### src/text_console_cursor_scroll_macros.svh
// assertion helpers for the text console block
`ifndef TEXT_CONSOLE_CURSOR_SCROLL_MACROS_SVH
`define TEXT_CONSOLE_CURSOR_SCROLL_MACROS_SVH

// implication checked on every rising edge outside reset
`define TCCS_ASSERT_IMP(label, cond, prop, msg) \
  label: assert property (@(posedge clk_i) disable iff (!rst_ni) (cond) |-> (prop)) \
    else $error(msg);

// next-cycle implication checked outside reset
`define TCCS_ASSERT_NEXT(label, cond, prop, msg) \
  label: assert property (@(posedge clk_i) disable iff (!rst_ni) (cond) |=> (prop)) \
    else $error(msg);

`endif

### src/tccs_pkg.sv
`default_nettype none

package tccs_pkg;

  localparam logic [7:0]  NewlineCode = 8'd10;
  localparam logic [7:0]  SpaceCode   = 8'd32;
  localparam logic [7:0]  AttrReset   = 8'd7;
  localparam logic [15:0] BlankCell   = {AttrReset, SpaceCode};
  localparam logic [15:0] ZeroCell    = 16'h0000;

  localparam logic KindPut  = 1'b0;
  localparam logic KindRead = 1'b1;

  // sequencer to address unit
  typedef struct packed {
    logic step;       // advance the sweep counter, wrapping after the last cell
    logic sel_sweep;  // adder forms counter plus one row instead of cursor address
  } au_ctrl_t;

  // address unit back to sequencer
  typedef struct packed {
    logic last;  // counter sits on the last cell
    logic copy;  // counter is below the last row, so a source row exists
  } au_stat_t;

endpackage

`default_nettype wire

### src/tccs_addr_unit.sv
`default_nettype none

module tccs_addr_unit #(
  parameter int COLUMNS = 80,
  parameter int ROWS    = 25
) (
  input  wire logic                             clk_i,
  input  wire logic                             rst_ni,
  input  wire tccs_pkg::au_ctrl_t               ctrl_i,
  input  wire logic [$clog2(ROWS*COLUMNS)-1:0]  row_base_i,
  input  wire logic [$clog2(COLUMNS)-1:0]       col_i,
  output logic      [$clog2(ROWS*COLUMNS)-1:0]  sum_o,
  output logic      [$clog2(ROWS*COLUMNS)-1:0]  cnt_o,
  output tccs_pkg::au_stat_t                    stat_o
);

  localparam int AW = $clog2(ROWS*COLUMNS);
  localparam logic [AW-1:0] ColsA    = AW'(COLUMNS);
  localparam logic [AW-1:0] LastCell = AW'(ROWS*COLUMNS - 1);
  localparam logic [AW-1:0] LastBase = AW'((ROWS - 1) * COLUMNS);

  logic [AW-1:0] cnt_q, cnt_d;
  logic [AW-1:0] op_a, op_b;

  // the one adder: cursor address, or source cell of a row copy
  always_comb begin
    op_a  = ctrl_i.sel_sweep ? cnt_q : row_base_i;
    op_b  = ctrl_i.sel_sweep ? ColsA : AW'(col_i);
    sum_o = op_a + op_b;
  end

  always_comb begin
    cnt_d = cnt_q;
    if (ctrl_i.step) begin
      cnt_d = (cnt_q == LastCell) ? '0 : cnt_q + AW'(1);
    end
  end

  always_ff @(posedge clk_i or negedge rst_ni) begin
    if (!rst_ni) begin
      cnt_q <= '0;
    end else begin
      cnt_q <= cnt_d;
    end
  end

  assign cnt_o       = cnt_q;
  assign stat_o.last = (cnt_q == LastCell);
  assign stat_o.copy = (cnt_q < LastBase);

endmodule

`default_nettype wire

### config.mk
export PLATFORM = sky130hd
export DESIGN_NAME = tccs_addr_unit
export DESIGN_NICKNAME = d
export VERILOG_FILES = /design/src/text_console_cursor_scroll_macros.svh /design/src/tccs_pkg.sv /design/src/tccs_addr_unit.sv
export SDC_FILE = /design/constraint.sdc
export NUM_CORES = 1
export LEC_CHECK = 0
export ABC_AREA = 0
export BUFFER_PORTS_ARGS = -buffer_cell sky130_fd_sc_hd__clkbuf_2
export CAP_MARGIN = 25
export CORE_MARGIN = 2
export CORE_UTILIZATION = 40
export CTS_CLUSTER_DIAMETER = 120
export CTS_CLUSTER_SIZE = 40
export DETAILED_ROUTE_END_ITERATION = 7
export PLACE_DENSITY = 0.68
export SYNTH_ARGS = -nofsm -noshare
export SYNTH_HDL_FRONTEND = slang
export SYNTH_SLANG_ARGS = --single-unit
### constraint.sdc
create_clock -name clk_i -period 4.6 [get_ports clk_i]
set_input_delay 0.23 -clock clk_i [delete_from_list [all_inputs] [get_ports clk_i]]
set_output_delay 0.23 -clock clk_i [all_outputs]
set_load 0.02 [all_outputs]
# ---- Yosys cells after proc, flatten, opt, wreduce, memory -nomap -nowiden
# Cells that the tools add are included.
dict set report op_classes {
  addsub 2
  n_lt_le_gt_ge 1
  n_eq_ne 1
  mux 3
}
# op n
set ops {}
lappend ops {{$mux W11} 2}
lappend ops {{$add A11 B1 Y11 const B} 1}
lappend ops {{$add A11 B7 Y11} 1}
lappend ops {{$eq A11 B11 Y1 const B} 1}
lappend ops {{$lt A11 B11 Y1 const B} 1}
lappend ops {{$mux W7} 1}
dict set report totals {
  ff_bits 11
  inputBits 22
  output_inout_bits 24
  word_cells 8
}

# ---- Logic depth before layout (Yosys ltp)
dict set report depth {
  ltp_word 2
  ltp_mapped 11
  mapped_depth_nobuf 9
}

# ---- Worst setup path before layout
# OpenSTA, ideal clock, no wires.
dict set report synth_path {
  path_kind {input -> output}
  from {input port ctrl_i[0] in the netlist's numbering}
  to {output port sum_o[10]}
  arrival_time_ps 2296
  required_time_ps 4370
  path_slack_ps 2074
  cell_stages 9
  n_path_buf 2
  cell_sequence {buf_2 -> buf_2 -> mux2_2 -> ha_1 -> a21o_1 -> a21oi_1 -> a211oi_1 -> xnor2_1 -> mux2i_1}
}
dict set report synth_between {
  elab_chain_len 2
  elab_cells_between_ends 3
  classes_between {add/sub: 1; mux: 2}
}
# item line
set synth_lines {}
lappend synth_lines {{start: declaration} tccs_addr_unit.sv:9} ;# input wire tccs_pkg::au_ctrl_t ctrl_i,
lappend synth_lines {{$mux W11 / $mux W7 (equally long branches)} {tccs_addr_unit.sv:27, tccs_addr_unit.sv:28}}
lappend synth_lines {{$add A11 B7 Y11 *} tccs_addr_unit.sv:29} ;# sum_o = op_a + op_b;
lappend synth_lines {{end: declaration} tccs_addr_unit.sv:12} ;# output logic [$clog2(ROWS*COLUMNS)-1:0] sum_o,
# Every way passes the cells marked *; elsewhere a longest branch is shown, timed or not.

# ---- Final worst setup path
dict set report layout_path {
  from {register cnt_q[0] (netlist: cnt_o[0])}
  to {output port sum_o[10]}
}
dict set report layout_between {
  elab_chain_len 2
}
# item line
set layout_lines {}
lappend layout_lines {{start: declaration} tccs_addr_unit.sv:22} ;# logic [AW-1:0] cnt_q, cnt_d;
lappend layout_lines {{start signal: assignment} tccs_addr_unit.sv:43} ;# cnt_q <= cnt_d;
lappend layout_lines {{$mux W11} tccs_addr_unit.sv:27} ;# op_a = ctrl_i.sel_sweep ? cnt_q : row_base_i;
lappend layout_lines {{$add A11 B7 Y11} tccs_addr_unit.sv:29}
# Every way passes these cells.

==> flow_summary.ini <==
[setup_path]
worst_path_max_delay_cell = dfrtp_1
cp_data_arrival_time_ps = 2550
cp_max_fo = 5
cp-end-kind = output pin
max_stage_delay_ps = 440
worstSetupPathType = reg2out
startpoint = cnt_o[0]
r2r-end = cnt_o[10]
critPathBufInv = 2
r2r-start = cnt_o[0]
cp-start-kind = register
path_cells = mux2_2 -> ha_1 -> inv_1 -> fa_1 -> nor2b_1 -> o31ai_2 -> a211oi_1 -> xnor2_1 -> mux2i_1 -> clkbuf_2
cpLargestDelayFamily = adder cells
required_ps = 4370
crit_end = sum_o[10]
cp.depth = 10
r2r_slack_ps = 2950
ff2ff_path_depth = 5

[yosys]
synthSimpleGateAreaFrac_pct = 21.9
synth-edff-count = 0
synth_area_leader_cell = dfrtp_1
synth_top_family_by_area = simple AND/OR/NAND/NOR gates
async_reset_ff_share_pct = 100
synth_common_cells = inv_1 (12), dfrtp_1 (11), o21ai_0 (9)
synth_compound_area_share_pct = 15.7
synth_xor_area_share_pct = 10.5
synth.avg_cell_area_sq_um = 8.53
synth_adder_area_share_pct = 10.3
synth_most_common_cell = inv_1
yosysUniqueCellTypes = 36
syn_area_sq_um = 1170
syn_nets = 168
ys_dominant_reg_cell = dfrtp_1
synth_cells = 137
yosysTopAreaCellShare_pct = 23.6
muxShareOfSynthArea_pct = 10.9
synth_seq_cells = 11
ys_top_cells_by_area = dfrtp_1 (24%), ha_1 (8.6%), xnor2_1 (6.0%)
ys_warn_count = 0
yosysSeqAreaShare_pct = 23.6

[place]
hpwlAfterDp_um = 2270
io_buffers = 45
postPlaceCellArea_sq_um = 1400
place_ws_ps = 1830
place.gp.congestion = 0.792

[route]
ant_nets = 0
finalWirelength_um = 2830
wl_met3_um = 99
drt_iter0_markers = 21
firstDrtPassIters = 5
wl_per_cell_um = 13.4
drc_errors = 0
wl_met2_um = 1430
vias = 1120
topRoutingLayerUsed = met4
viasPerCell = 5.28
wl_met1_um = 1250

[global_route]
grtUsageTotal_pct = 17.4
antenna_found_initial = 0
grt_max_degree = 21
grt_pass1_vias = 1100
grt_pass1_wl_um = 4600
overflow = 0

[sta]
hold_viol = 0
max_slew_margin_pct = 69.2
max_freq_mhz = 359
setup_slack_ps = 1820
rsz0062_at_grt = no
setup_viol = 0
tns_ps = 0
tightest_slew_ps = 462
finalClockSkew_ps = 2.40
post-route-period-util_pct = 60.5
min_period_ps = 2780
drv_slew = 0

[die]
rows = 19
dieArea_sq_um = 3370
dieHeight_um = 58.1
io_pins = 46
core_sq_um = 2760
die_w_um = 58.1
initial_core_util_pct = 42.4

[clocking]
postCtsSetupBuffers = 0
clock-root-buffer = clkbuf_4
ctsLongestPathBuffers = 2
insertion_delay_ps = 270
tritoncts = built
htreeDepth = 1
clkTransAtPathRegs_ps = 70
clock_sinks = 11
cts_buffers = 3

[final_layout]
largest_reg_flops = 11
drive_gt1_share_pct = 34.3
syn_to_final_growth_pct = 22.5
fin_area_sq_um = 1430
num_antenna_cells = 0
layout.nets = 213

[pwr]
p_leak_nw = 0.720
ir_worst_vdd_uv = 272
power_density_nw_per_um2 = 403

[outcome]
outcome = finished clean

[worst_hold_path]
hp-class = in2reg

[run]
drv_cap = 0
[power by group]
| group | total (W) | internal, W | switching (W) |
|---|---|---|---|
| clock | 0.0000685 | 0.0000336 | 0.0000349 |
| sequential | 0.000177 | 0.000120 | 0.0000572 |
| combinational | 0.000330 | 0.000134 | 0.000197 |
| total | 0.000576 | 0.000287 | 0.000289 |
[cell type report]
| cell class | instances | area, sq um |
|---|---|---|
| fill | 283 | 1330 |
| clock buffer | 4 | 26.3 |
| tap | 31 | 38.8 |
| inverter | 12 | 45.0 |
| timing repair buffer | 46 | 235 |
| multi-input combinational | 108 | 811 |
| sequential | 11 | 275 |
[worst min-delay path by stage]
stage,start,end,depth (start not counted)
2_1_floorplan,rst_ni,cnt_o[0],0
3_3_place_gp,rst_ni,cnt_o[2],1
3_5_place_dp,rst_ni,cnt_o[4],1
4_1_cts,ctrl_i[1],cnt_o[0],2
5_1_grt,ctrl_i[1],cnt_o[0],2
6_report,ctrl_i[1],cnt_o[0],2
[per-stage QoR]
stage	instances	total power (W)	hold WS [ps]	util, %
2_1_floorplan	137	0.000416	-65.6	-
3_3_place_gp	207	0.000501	122	50.6
3_5_place_dp	207	0.000510	126	50.6
4_1_cts	212	0.000582	225	51.9
5_1_grt	212	0.000617	250	51.9
6_report	212	0.000576	228	51.9
[cells in the final DEF, fill, tap and decap left out, types with 2 or more instances in the layout]
cell type	count
a211oi_1	3
a21o_1	3
a21oi_1	5
clkbuf_2	45
clkbuf_4	3
dfrtp_1	11
ha_1	8
inv_1	12
mux2_2	6
mux2i_1	6
nand2_1	6
nand2b_1	3
nand3_1	7
nand4_1	4
nor2_1	8
nor2b_1	5
nor3_1	6
o21ai_0	9
or2_2	2
xnor2_1	8
xor2_1	6
[cell families (layout without fill, tap and decap cells)]
kind of cell / after synthesis / count (layout)
adder cells (fa/ha/maj): 9 / 9
XOR/XNOR: 14 / 14
flip-flops: 11 / 11
multiplexers: 12 / 12
buffers and inverters: 18 / 62
AND/OR/NAND/NOR: 45 / 45
AO/OA/AOI/OAI: 28 / 28
[per-layer routing]
metal	vias up	track usage (%)
li1	569	-
met1	516	21.1
met2	30	31.7
met3	5	1.12
met4	0	7.31
met5	-	0
[repair_timing]
| action | 4_1_cts | 5_1_grt |
|---|---|---|
| resized for setup | 0 | 0 |
| hold endpoints to repair | 11 | 0 |
| hold buffers | 1 | 0 |
Power figures use the tool's default switching activity.
